## config.mk

```make
export PLATFORM = sky130hd
export DESIGN_NAME = sactc_ram
export DESIGN_NICKNAME = d
export VERILOG_FILES = /design/src/hdl/set_assoc_cache_tag_controller_defines.svh /design/src/hdl/sactc_ram.sv
export SDC_FILE = /design/constraint.sdc
export NUM_CORES = 1
export LEC_CHECK = 0
export ABC_AREA = 1
export BUFFER_PORTS_ARGS = -buffer_cell sky130_fd_sc_hd__buf_2
export CORE_ASPECT_RATIO = 0.7
export CORE_MARGIN = 5
export CORE_UTILIZATION = 35
export DETAILED_ROUTE_END_ITERATION = 12
export GPL_ROUTABILITY_DRIVEN = 0
export SLEW_MARGIN = 5
export SYNTH_ARGS = -nofsm -noshare
export SYNTH_HDL_FRONTEND = slang
export SYNTH_SLANG_ARGS = --single-unit
```

## constraint.sdc

```tcl
create_clock -name clk -period 1.1 [get_ports clk]
set_input_delay 0.165 -clock clk [delete_from_list [all_inputs] [get_ports clk]]
set_output_delay 0.165 -clock clk [all_outputs]
set_load 0.05 [all_outputs]
```

## src/hdl/set_assoc_cache_tag_controller_defines.svh

```systemverilog
// ----------------------------------------------------------------------------
// Assertion macros for the set associative cache tag controller
// Shared helpers for concurrent checks with a synchronous reset.
// ----------------------------------------------------------------------------
`ifndef SET_ASSOC_CACHE_TAG_CONTROLLER_DEFINES_SVH
`define SET_ASSOC_CACHE_TAG_CONTROLLER_DEFINES_SVH

// same-cycle implication
`define SACTC_ASSERT_NOW(lbl, clk, rst, ante, cons) \
  lbl: assert property (@(posedge clk) disable iff (rst) (ante) |-> (cons)) \
    else $error("sactc check failed");

// next-cycle implication
`define SACTC_ASSERT_NEXT(lbl, clk, rst, ante, cons) \
  lbl: assert property (@(posedge clk) disable iff (rst) (ante) |=> (cons)) \
    else $error("sactc check failed");

`endif

```

## src/hdl/sactc_ram.sv

```systemverilog
// ----------------------------------------------------------------------------
// sactc_ram
// Generic single write port RAM with registered read.
// ----------------------------------------------------------------------------
module sactc_ram #(
  parameter int WIDTH = 8,
  parameter int DEPTH = 16,
  parameter int AW    = (DEPTH > 1) ? $clog2(DEPTH) : 1
) (
  input  logic             clk,
  input  logic             we,
  input  logic [AW-1:0]    waddr,
  input  logic [WIDTH-1:0] wdata,
  input  logic             re,
  input  logic [AW-1:0]    raddr,
  output logic [WIDTH-1:0] rdata
);

  logic [WIDTH-1:0] mem [DEPTH];

  always_ff @(posedge clk) begin
    if (we) begin
      mem[waddr] <= wdata;
    end
    if (re) begin
      rdata <= mem[raddr];
    end
  end

endmodule

```

==> Word level (Yosys, flattened, before mapping) <==
Memory sizes are Yosys's and may differ from the RTL's. A register that Yosys moved wholly into a read port is not among the register bits.
Cells that the tools add are included.
{ "classes": {"n_mux": 2} }
{ "op_table": {"columns": ["operator", "n"], "rows": [
  ["two-way mux 1 bit", 2]
]} }
{ "word_totals": {"register_bits": 0, "ramBits": 128, "inputBits": 19, "output_inout_bits": 8, "elab_cells": 3, "n_memories": 1} }
{ "mem_list": {"columns": ["memory", "depth", "word_bits", "rd", "rd_clocked_by_memory_dff", "wr", "line_no", "source"], "rows": [
  ["mem", 16, 8, 1, 1, 1, "sactc_ram.sv:19", "logic [WIDTH-1:0] mem [DEPTH];"]
]} }

==> Longest topological paths before layout <==
{ "depth": {"word_depth": 2, "depth_mapped": 8, "ltp_nobuf": 7} }

==> Least setup slack after synthesis <==
OpenSTA, ideal clock, no wires.
{ "synth_timing": {"path_type": "input -> register", "start": "in waddr[3]", "end": "mem mem[4][0], enable pin", "setup_ns": 0.370, "arrival_time_ns": 0.746, "required_ns": 0.730, "path_slack_ns": -0.016, "path_stages": 2, "path_buffers": 0, "cell_sequence": "nand3b_1 nor2_1"} }
{ "synth_rtl": {"columns": ["item", "line_no", "source"], "rows": [
  ["from (decl)", "sactc_ram.sv:12", "input logic [AW-1:0] waddr,"],
  ["to (decl)", "sactc_ram.sv:19", null]
]} }
Straight into the memory's write port.

==> Worst setup path in the final report <==
{ "layout_timing": {"start": "reg rdata[7] (read register of mem)", "end": "out rdata[7]"} }
{ "layout_rtl": {"columns": ["item", "line_no", "source"], "rows": [
  ["from (decl)", "sactc_ram.sv:16", "output logic [WIDTH-1:0] rdata"]
]} }
No word-level cell between the ends.

==> impl_results.md <==
* Final setup viols at 8
* Total GRT Usage at ~15%
* Ports at 27
* Hold depth at 1
* Post-layout min period at approximately 1.2 ns
* Failing checks: setup timing
* Die W at ~160 um
* Hold Path End: rdata[1]
* Fillcell total at around 1500
* Status: finished with violations
* Seq/Total Area, Yosys at 69.8%
* DRT Pass-1 Iters at 5
* Setup Crit Path Kind: reg -> out
* Fin cells at roughly 850
* Overflow left after global routing at 0
* Clock tree root buffer cell: clkbuf_16
* Vias in the first global route at between 3000 and 4000
* Clk buf depth at 2
* First-pass GRT wire length at 21.5 mm
* Yosys warning count at 0
* Initial core utilization at a little over a third
* Cell Chain, Critical Path: buf_6
* # placed instances at slightly above 800
* Pwr/cell area at 1710 nW/um2
* Via density at ~4.7
* Max incr delay on CP at between 0.4 and 0.5 ns
* Critical path's top delay family: flip-flops
* Final WL at between 10 and 15 mm
* Hold slack final at about 0.14 ns
* Cells after Synth at 551
* Setup bufs post-CTS at 0
* Post-synth cell types at 11
* Final hold violation count at 0
* Syn_nets at 570
* Initial antenna violation count at 0
* Detail Route Antenna Nets at 0
* Maximum VDD drop at 924 uV
* Layout area overhead at 23.9%
* Clock latency on the worst-skew pair at approximately 0.4 ns
* Commonest non-fill, non-tap cells in the layout: 170 x nand2_1, 136 x edfxtp_1, 98 x inv_1
* Yosys top cell by area: edfxtp_1
* Setup Total Neg Slack at -0.614 ns
* Hold wc startpoint: re
* Max Fclk at about 0.82 GHz
* Seq cells post-synth at around 140
* RR Startpoint: mem[1][4]
* CTS Sinks at approximately 140
* CTS buffer count at 17
* Max-slew violation count at 0
* Initial drt markers at 292
* Critical Path Stages at 1
* RSZ-0062 raised after global routing: yes
* Most common cell after layout, fill and taps aside: nand2_1
* Critical path origin: rdata[7]
* DRC Markers at 0
* R2R setup slack at around 0.010 ns
* Highest net fanout along the worst path at 1
* Startpoint Class: flip-flop
* Final Skew at 0.00810 ns
* Vias at approximately 4000
* Core Util, Final at around 44%
* Die height at 118 um
* Antenna Cells at 0
* Top cells by area, synth: edfxtp_1 70%, nand2_1 11%, nand3_1 8.3%, inv_1 6.4%, buf_6 1.2%
* Relative max-transition margin at between 70% and 80%
* CP max stage cell: edfxtp_1
* CTS tree: yes
* Transition time of the tightest slew-check pin at 0.411 ns
* WL/cell at 16.5 um
* # port buffers at 26
* CP bufs+invs at 1
* CTS H-tree lvls at 4
* DP Wirelength at between 9 and 10 mm
* Crit path arrival time at 1.05 ns
* Core box area at roughly 16000 um2
* Placement Rows at 39
* Max-cap check violation count at 0
* LEAKAGE at ~3.1 nW
* Largest net degree at the start of global routing at 33
* Total die area at ~19000 um2
* Reg2Reg Capture Point: rdata[4]
* PnR worst setup slack at -0.119 ns
* Fin crit share at 111%
* Clk slew on worst S/H paths at about 0.060 ns
* Yosys top cell area share at a little over two thirds
* Nets at 630
* CTS Hold Bufs at 0
* Layout cells sized above 1 at 20.2%
* Min-delay worst type: in -> reg
* R2r worst-path depth at 6
* Synthesized area at ~5800 um2
* Crit end category: output pin
* Syn avg cell area at 10.6 um2
* Worst Path Required at between 0.9 and 1 ns
per-layer routing:
metal,vias up,GRT usage (%),part of all wire (%)
li1,1908,-,-
met1,1931,22.6,48
met2,124,20.7,43
met3,19,3.34,7.1
met4,0,4.88,1.4
met5,-,0,0
cell families after synthesis:
| logic type | count (synthesis) | synth area share (%) |
|---|---|---|
| buffers and inverters | 126 | 9.39 |
| and+or+nand+nor | 289 | 20.8 |
| DFF | 136 | 69.8 |
power breakdown:
group / switching, mW / leakage, nW / internal (mW)
combinational: 0.608 / 1.59 / 0.323
sequential: 0.0448 / 1.24 / 5.84
clock: 2.21 / 0.273 / 3.33
cell usage after synthesis:
| cell | instances |
|---|---|
| buf_2 | 13 |
| nand3_1 | 97 |
| inv_2 | 2 |
| nand3b_1 | 2 |
| buf_1 | 1 |
| buf_4 | 4 |
| inv_1 | 100 |
| edfxtp_1 | 136 |
| nor2_1 | 17 |
| buf_6 | 6 |
| nand2_1 | 173 |
layout make-up:
class | count | area (um2) | area share [%]
clock inverters | 15 | 153 | 2.11
repair buffers | 65 | 573 | 7.91
clock buffers | 17 | 425 | 5.87
well taps | 225 | 282 | 3.89
flip-flops and latches | 136 | 4080 | 56.4
multi-input cells | 289 | 1340 | 18.6
inverters | 102 | 383 | 5.29
worst reg2reg max path, cell delays in order (launching register included):
cell and delay [ns]:
edfxtp_1 0.38, inv_1 0.07, nand2_1 0.05, nand3_1 0.10
nand3_2 0.10, nand3_2 0.07, nand2_1 0.07
sequential cells by signal (all words and copies together) (netlist names):
name	flops
mem	128
rdata	8
stage by stage:
step           cell area [um2]  total power [mW]  setup slack (ns)
6_report                  7240              12.4            -0.119
3_3_place_gp              6480              6.83            -0.268
4_1_cts                   7130              12.4            -0.171
3_5_place_dp              6480              6.85            -0.272
2_1_floorplan             5850              6.47           -0.0158
5_1_grt                   7240              12.8            -0.179
how the worst max path moves through the flow:
stage                      endpoint  slack, ns
after floorplan           mem[4][0]      -0.02
after global placement     rdata[1]      -0.27
after detailed placement   rdata[1]      -0.27
after CTS                  rdata[7]      -0.17
after global routing       rdata[7]      -0.18
final                      rdata[7]      -0.12
timing repair:
item	CTS	global route
endpoints found under the setup margin	11	15
resized for setup	19	26
pin swaps	1	21
endpoints found under the hold margin	0	0
Note: power is estimated with default switching activity, not from simulation.
