**src/hdl/set_assoc_cache_tag_controller_defines.svh**
```systemverilog
// ----------------------------------------------------------------------------
// Assertion macros for the set associative cache tag controller
// Shared helpers for concurrent checks with a synchronous reset.
// ----------------------------------------------------------------------------
`ifndef SET_ASSOC_CACHE_TAG_CONTROLLER_DEFINES_SVH
`define SET_ASSOC_CACHE_TAG_CONTROLLER_DEFINES_SVH

// same-cycle implication
`define SACTC_ASSERT_NOW(lbl, clk, rst, ante, cons) \
  lbl: assert property (@(posedge clk) disable iff (rst) (ante) |-> (cons)) \
    else $error("sactc check failed");

// next-cycle implication
`define SACTC_ASSERT_NEXT(lbl, clk, rst, ante, cons) \
  lbl: assert property (@(posedge clk) disable iff (rst) (ante) |=> (cons)) \
    else $error("sactc check failed");

`endif

```
**src/hdl/sactc_div.sv**
```systemverilog
// ----------------------------------------------------------------------------
// sactc_div
// Restoring divider, one quotient bit per cycle.
// ----------------------------------------------------------------------------
module sactc_div #(
  parameter int NUM_W = 32,
  parameter int DEN_W = 8
) (
  input  logic             clk,
  input  logic             rst,
  input  logic             start,
  input  logic [NUM_W-1:0] num,
  input  logic [DEN_W-1:0] den,
  output logic             done,
  output logic [DEN_W-1:0] rem
);

  localparam int CW = $clog2(NUM_W + 1);

  logic [CW-1:0]    cnt;
  logic             busy;
  logic [NUM_W-1:0] quo;
  logic [DEN_W-1:0] dsr;
  logic [DEN_W:0]   r_shift;
  logic             r_ge;

  assign r_shift = {rem, quo[NUM_W-1]};
  assign r_ge    = r_shift >= {1'b0, dsr};

  always_ff @(posedge clk) begin
    if (rst) begin
      busy <= 1'b0;
      done <= 1'b0;
      cnt  <= '0;
    end else begin
      done <= 1'b0;
      if (start) begin
        busy <= 1'b1;
        cnt  <= '0;
      end else if (busy) begin
        cnt <= cnt + 1'b1;
        if (cnt == CW'(NUM_W - 1)) begin
          busy <= 1'b0;
          done <= 1'b1;
        end
      end
    end
  end

  always_ff @(posedge clk) begin
    if (start) begin
      quo <= num;
      rem <= '0;
      dsr <= den;
    end else if (busy) begin
      quo <= {quo[NUM_W-2:0], r_ge};
      rem <= r_ge ? DEN_W'(r_shift - {1'b0, dsr}) : DEN_W'(r_shift);
    end
  end

endmodule

```
**config.mk**
```make
export PLATFORM = sky130hd
export DESIGN_NAME = sactc_div
export DESIGN_NICKNAME = d
export VERILOG_FILES = /design/src/hdl/set_assoc_cache_tag_controller_defines.svh /design/src/hdl/sactc_div.sv
export SDC_FILE = /design/constraint.sdc
export NUM_CORES = 1
export LEC_CHECK = 0
export BUFFER_PORTS_ARGS = -buffer_cell sky130_fd_sc_hd__buf_2
export CAP_MARGIN = 10
export CORE_MARGIN = 2
export CORE_UTILIZATION = 50
export DETAILED_ROUTE_END_ITERATION = 16
export HOLD_SLACK_MARGIN = 0.1
export PLACE_DENSITY = 0.73
export RECOVER_POWER = 100
export SLEW_MARGIN = 20
export SYNTH_ARGS = -nofsm -noshare
export SYNTH_HDL_FRONTEND = slang
export SYNTH_SLANG_ARGS = --single-unit
```
**constraint.sdc**
```tcl
create_clock -name clk -period 3.35 [get_ports clk]
set_input_delay 0.8375 -clock clk [delete_from_list [all_inputs] [get_ports clk]]
set_output_delay 0.8375 -clock clk [all_outputs]
set_load 0.02 [all_outputs]
```
# --- Word-level counts from Yosys, hierarchy flattened ---
# Index checks and enable logic that the tools add are counted.
totals:
  inputBits: 43
  register_bits: 56
  output_inout_bits: 9
  elab_cells: 21
op_classes:
  n_lt_le_gt_ge: 1
  eq_ne: 1
  muxes: 7
  bitwise_logic: 1
  n_reduce_logical: 3
  addsub: 2
op_table:
  columns: ["operator", "count"]
  rows:
  - ["$mux 32", 2]
  - ["$ge 9x8->1", 1]
  - ["$mux 8", 1]
  - ["$sub 8x8->8", 1]
  - ["$add 6x1->6 const B", 1]
  - ["$eq 6x5->1 const B", 1]
  - ["$mux 1", 4]
  - ["$reduce_or 3->1", 1]
  - ["$reduce_bool 2->1", 1]
  - ["$reduce_or 2->1", 1]
  - ["$not 1->1", 1]

# --- Longest topological paths before layout ---
logic_depth:
  word_depth: 4
  ltp_mapped: 8
  depth_no_buf: 8

# --- Worst setup path before layout ---
# Ideal clock, no wire load.
synth_path:
  kind: "input to register"
  from: "input port start"
  to: "register rem[3]"
  path_slack_ps: 1099
  path_buffers: 1
  stages: 5
  t_arrival_ps: 2129
  setup_time_ps: 122
  required_ps: 3228
  path_cell_list: "inv_1 -> clkbuf_1 -> nand2_1 -> nor2_1 -> a311o_1"
synth_rtl:
  columns: ["item", "line", "rtl"]
  rows:
  - ["from (decl)", "sactc_div.sv:11", "input logic start,"]
  - ["to (signal assigned)", "sactc_div.sv:57", "rem <= r_ge ? DEN_W'(r_shift - {1'b0, dsr}) : DEN_W'(r_shift);"]
  - ["to (decl)", "sactc_div.sv:15", "output logic [DEN_W-1:0] rem"]

# --- Final worst setup path ---
layout_path:
  from: "register rem[1]"
  to: "register quo[0], data pin"
layout_via:
  elab_chain_cells: 3
layout_rtl:
  columns: ["item", "line", "rtl"]
  rows:
  - ["$ge 9x8->1", "sactc_div.sv:28", "assign r_ge = r_shift >= {1'b0, dsr};"]
  - ["$mux 32", "sactc_div.sv:55", "end else if (busy) begin"]
  - ["$mux 32", "sactc_div.sv:51", "if (start) begin"]
  - ["to (signal assigned)", "sactc_div.sv:52", "quo <= num;"]
  - ["to (signal assigned)", "sactc_div.sv:56", "quo <= {quo[NUM_W-2:0], r_ge};"]
  - ["to (decl)", "sactc_div.sv:22", "logic [NUM_W-1:0] quo;"]
# No other way between the ends. The select of a mux whose other input is x is not followed.
# A chain may end at the register's enable or synchronous reset.

==> flow_summary.json <==
{
  "synth_common_cells": "edfxtp_1 (40), mux2_2 (31), nor2_1 (18), dfxtp_1 (16), inv_1 (14)",
  "die_h_um": 77.86,
  "first_pass_iters": 4,
  "track_usage": 0.1705,
  "ys_types": 46,
  "grt_pass1_wl_um": 8059,
  "clk_latency_ns": 0.31,
  "rsz0062_at_grt": "false",
  "fin_crit_sh": 0.7635,
  "arrival_ns": 2.62,
  "io_pins": 52,
  "syn2layout_area_growth_pct": 14.31,
  "r2r_slack_ns": 0.79,
  "muxShareOfSynthArea": 0.1317,
  "wl_per_cell_um": 13.97,
  "yosys.area_share.simple": 0.09725,
  "min_to": "done",
  "holdPathStages": 1,
  "core_um2": 5172,
  "synth-edff-count": 40,
  "grt_max_degree": 36,
  "rr_worst_depth": 7,
  "synthFlopType": "edfxtp_1",
  "end_kind": "register",
  "fin_setup_tns_ns": 0,
  "r2r_end": "quo[0]",
  "gp_congestion": 0.8578,
  "via_per_inst": 5.286,
  "fp.dieW_um": 77.86,
  "finalSetupViolations": 0,
  "vdd_drop_max_v": 0.0002040,
  "p_per_area_nw_per_um2": 475.5,
  "nets": 325,
  "first_global_vias": 1784,
  "drt-initial-drc-count": 98,
  "syn_area_um2": 2728,
  "overflow": 0,
  "worstHoldStart": "cnt[5]",
  "clock-sinks": 56,
  "layoutNonFillerInstCount": 343,
  "yosysTopAreaCellShare": 0.4404,
  "async_reset_ff_frac": 0,
  "num_vias": 1813,
  "drc": 0,
  "ctsHoldBuffers": 0,
  "cts_buffer_depth": 2,
  "cts_tree": "built",
  "worst_slew_pin_slew_ns": 0.9155,
  "finalPower_mw": 1.483,
  "synth_top_family_by_area": "multiplexers",
  "n_fill_cell": 441,
  "startpoint_type": "register",
  "ant_nets": 0,
  "syn_inst": 220,
  "synthTopCellsByArea": "edfxtp_1 (44%), mux2_2 (13%), dfxtp_1 (12%)",
  "diodes": 0,
  "drive_gt1_frac": 0.3187,
  "cp_max_fo": 11,
  "synth_xor_xnor_area_share": 0.02569,
  "synth-adder-area-share": 0.04862,
  "synth.avg_cell_area_um2": 12.40,
  "crit_type": "register to register",
  "cp.required_ns": 3.41,
  "post_cts_buffers": 0,
  "wl_um": 4790,
  "dieArea_um2": 6062,
  "r2r-start": "rem[1]",
  "drv_cap": 0,
  "hold_viol": 0,
  "cts-root-buf": "clkbuf_8",
  "antenna_found_initial": 0,
  "io_buffers": 51,
  "htree_levels": 2,
  "slew_headroom": 0.3897,
  "syn-num-nets": 273,
  "numCtsBuffers": 5,
  "worst_clock_skew_ns": 0.003303,
  "hold_class": "register to register",
  "yosys.cell_count.top_type": "edfxtp_1",
  "yosysWarnings": 0,
  "power_leakage_nw": 1.215,
  "hpwlAfterDp_um": 3452,
  "synth-seq-cells": 56,
  "post_cts_resized": 0,
  "slew_violations": 0,
  "maxClockFrequency_mhz": 391.0,
  "status": "complete, no violations",
  "synth-compound-area-share": 0.09725,
  "worst_hold_slack_ns": 0.4850,
  "layout_min_cycle_time_ns": 2.558,
  "initial_core_util": 0.5273,
  "yosysTopAreaCell": "edfxtp_1",
  "dp_cells": 335,
  "seq_area_frac_synth": 0.5578,
  "row_count": 26,
  "path_clk_slew_ns": 0.10
}
[power breakdown]
group / internal, mW / leakage [nW] / switching [mW] / total [mW]
Sequential: 0.814 / 0.531 / 0.0241 / 0.839
Combinational: 0.121 / 0.638 / 0.143 / 0.263
Clock: 0.153 / 0.0452 / 0.228 / 0.381
[worst max-delay path, cell delays in order (launching register included)]
cell      delay, ns
dfxtp_1        0.35
ha_1           0.37
a21oi_1        0.16
o21ai_0        0.17
a311oi_2       0.27
clkbuf_1       0.43
and2_0         0.44
a21oi_1        0.12
[worst max-delay path by stage]
stage,start,end,slack (ns),depth (start not counted)
6_report,rem[1],quo[0],0.79,7
5_1_grt,start,quo[31],0.57,4
4_1_cts,quo[31],rem[6],1.19,8
3_5_place_dp,start,quo[31],1.13,3
3_3_place_gp,start,quo[31],1.14,3
2_1_floorplan,start,rem[3],1.10,5
[logic make-up after synthesis]
logic type | count (synthesis)
muxes | 32
buffers and inverters | 25
xor gates and xnor gates | 8
AOI/OAI and AO/OA | 36
and+or+nand+nor | 53
DFF | 56
adders and majority gates | 10
[registers in the layout, indices dropped and copies added, names as in the netlist]
name / flops
dsr: 8
done: 1
busy: 1
rem: 8
cnt: 6
quo: 32
[metrics by stage]
step / utilization / setup slack, ns / instance area [µm²]
finish: 0.6028 / 0.7922 / 3118
global route: 0.6028 / 0.5733 / 3118
CTS: 0.6072 / 1.189 / 3141
detailed placement: 0.5890 / 1.130 / 3047
global placement: 0.5890 / 1.144 / 3047
floorplan: - / 1.099 / 2728
[layer usage]
layer	vias up	global-route usage	part of all wire
met3	8	0.02791	0.049
met5	-	0	0
met4	0	0.06964	0.015
met2	48	0.2802	0.46
li1	912	-	-
met1	845	0.2243	0.47
[layout make-up]
cell class | count | area, µm² | area share
flip-flops and latches | 56 | 1521 | 0.4880
repair buffers | 56 | 270.3 | 0.08668
clock inverters | 3 | 25.02 | 0.008026
well taps | 70 | 87.58 | 0.02809
clock buffers | 5 | 68.82 | 0.02207
multi-input cells | 139 | 1092 | 0.3503
inverters | 14 | 52.55 | 0.01685
[cell usage in the layout, fill, tap and decap left out, types with 9 or more instances in the layout]
master,synthesis,layout
a21oi_1,9,9
buf_2,4,41
clkbuf_1,4,12
dfxtp_1,16,16
edfxtp_1,40,40
ha_1,9,9
inv_1,14,14
mux2_2,31,30
nand2_1,10,10
nor2_1,18,18
No activity file was read; power rests on OpenSTA's default activity.
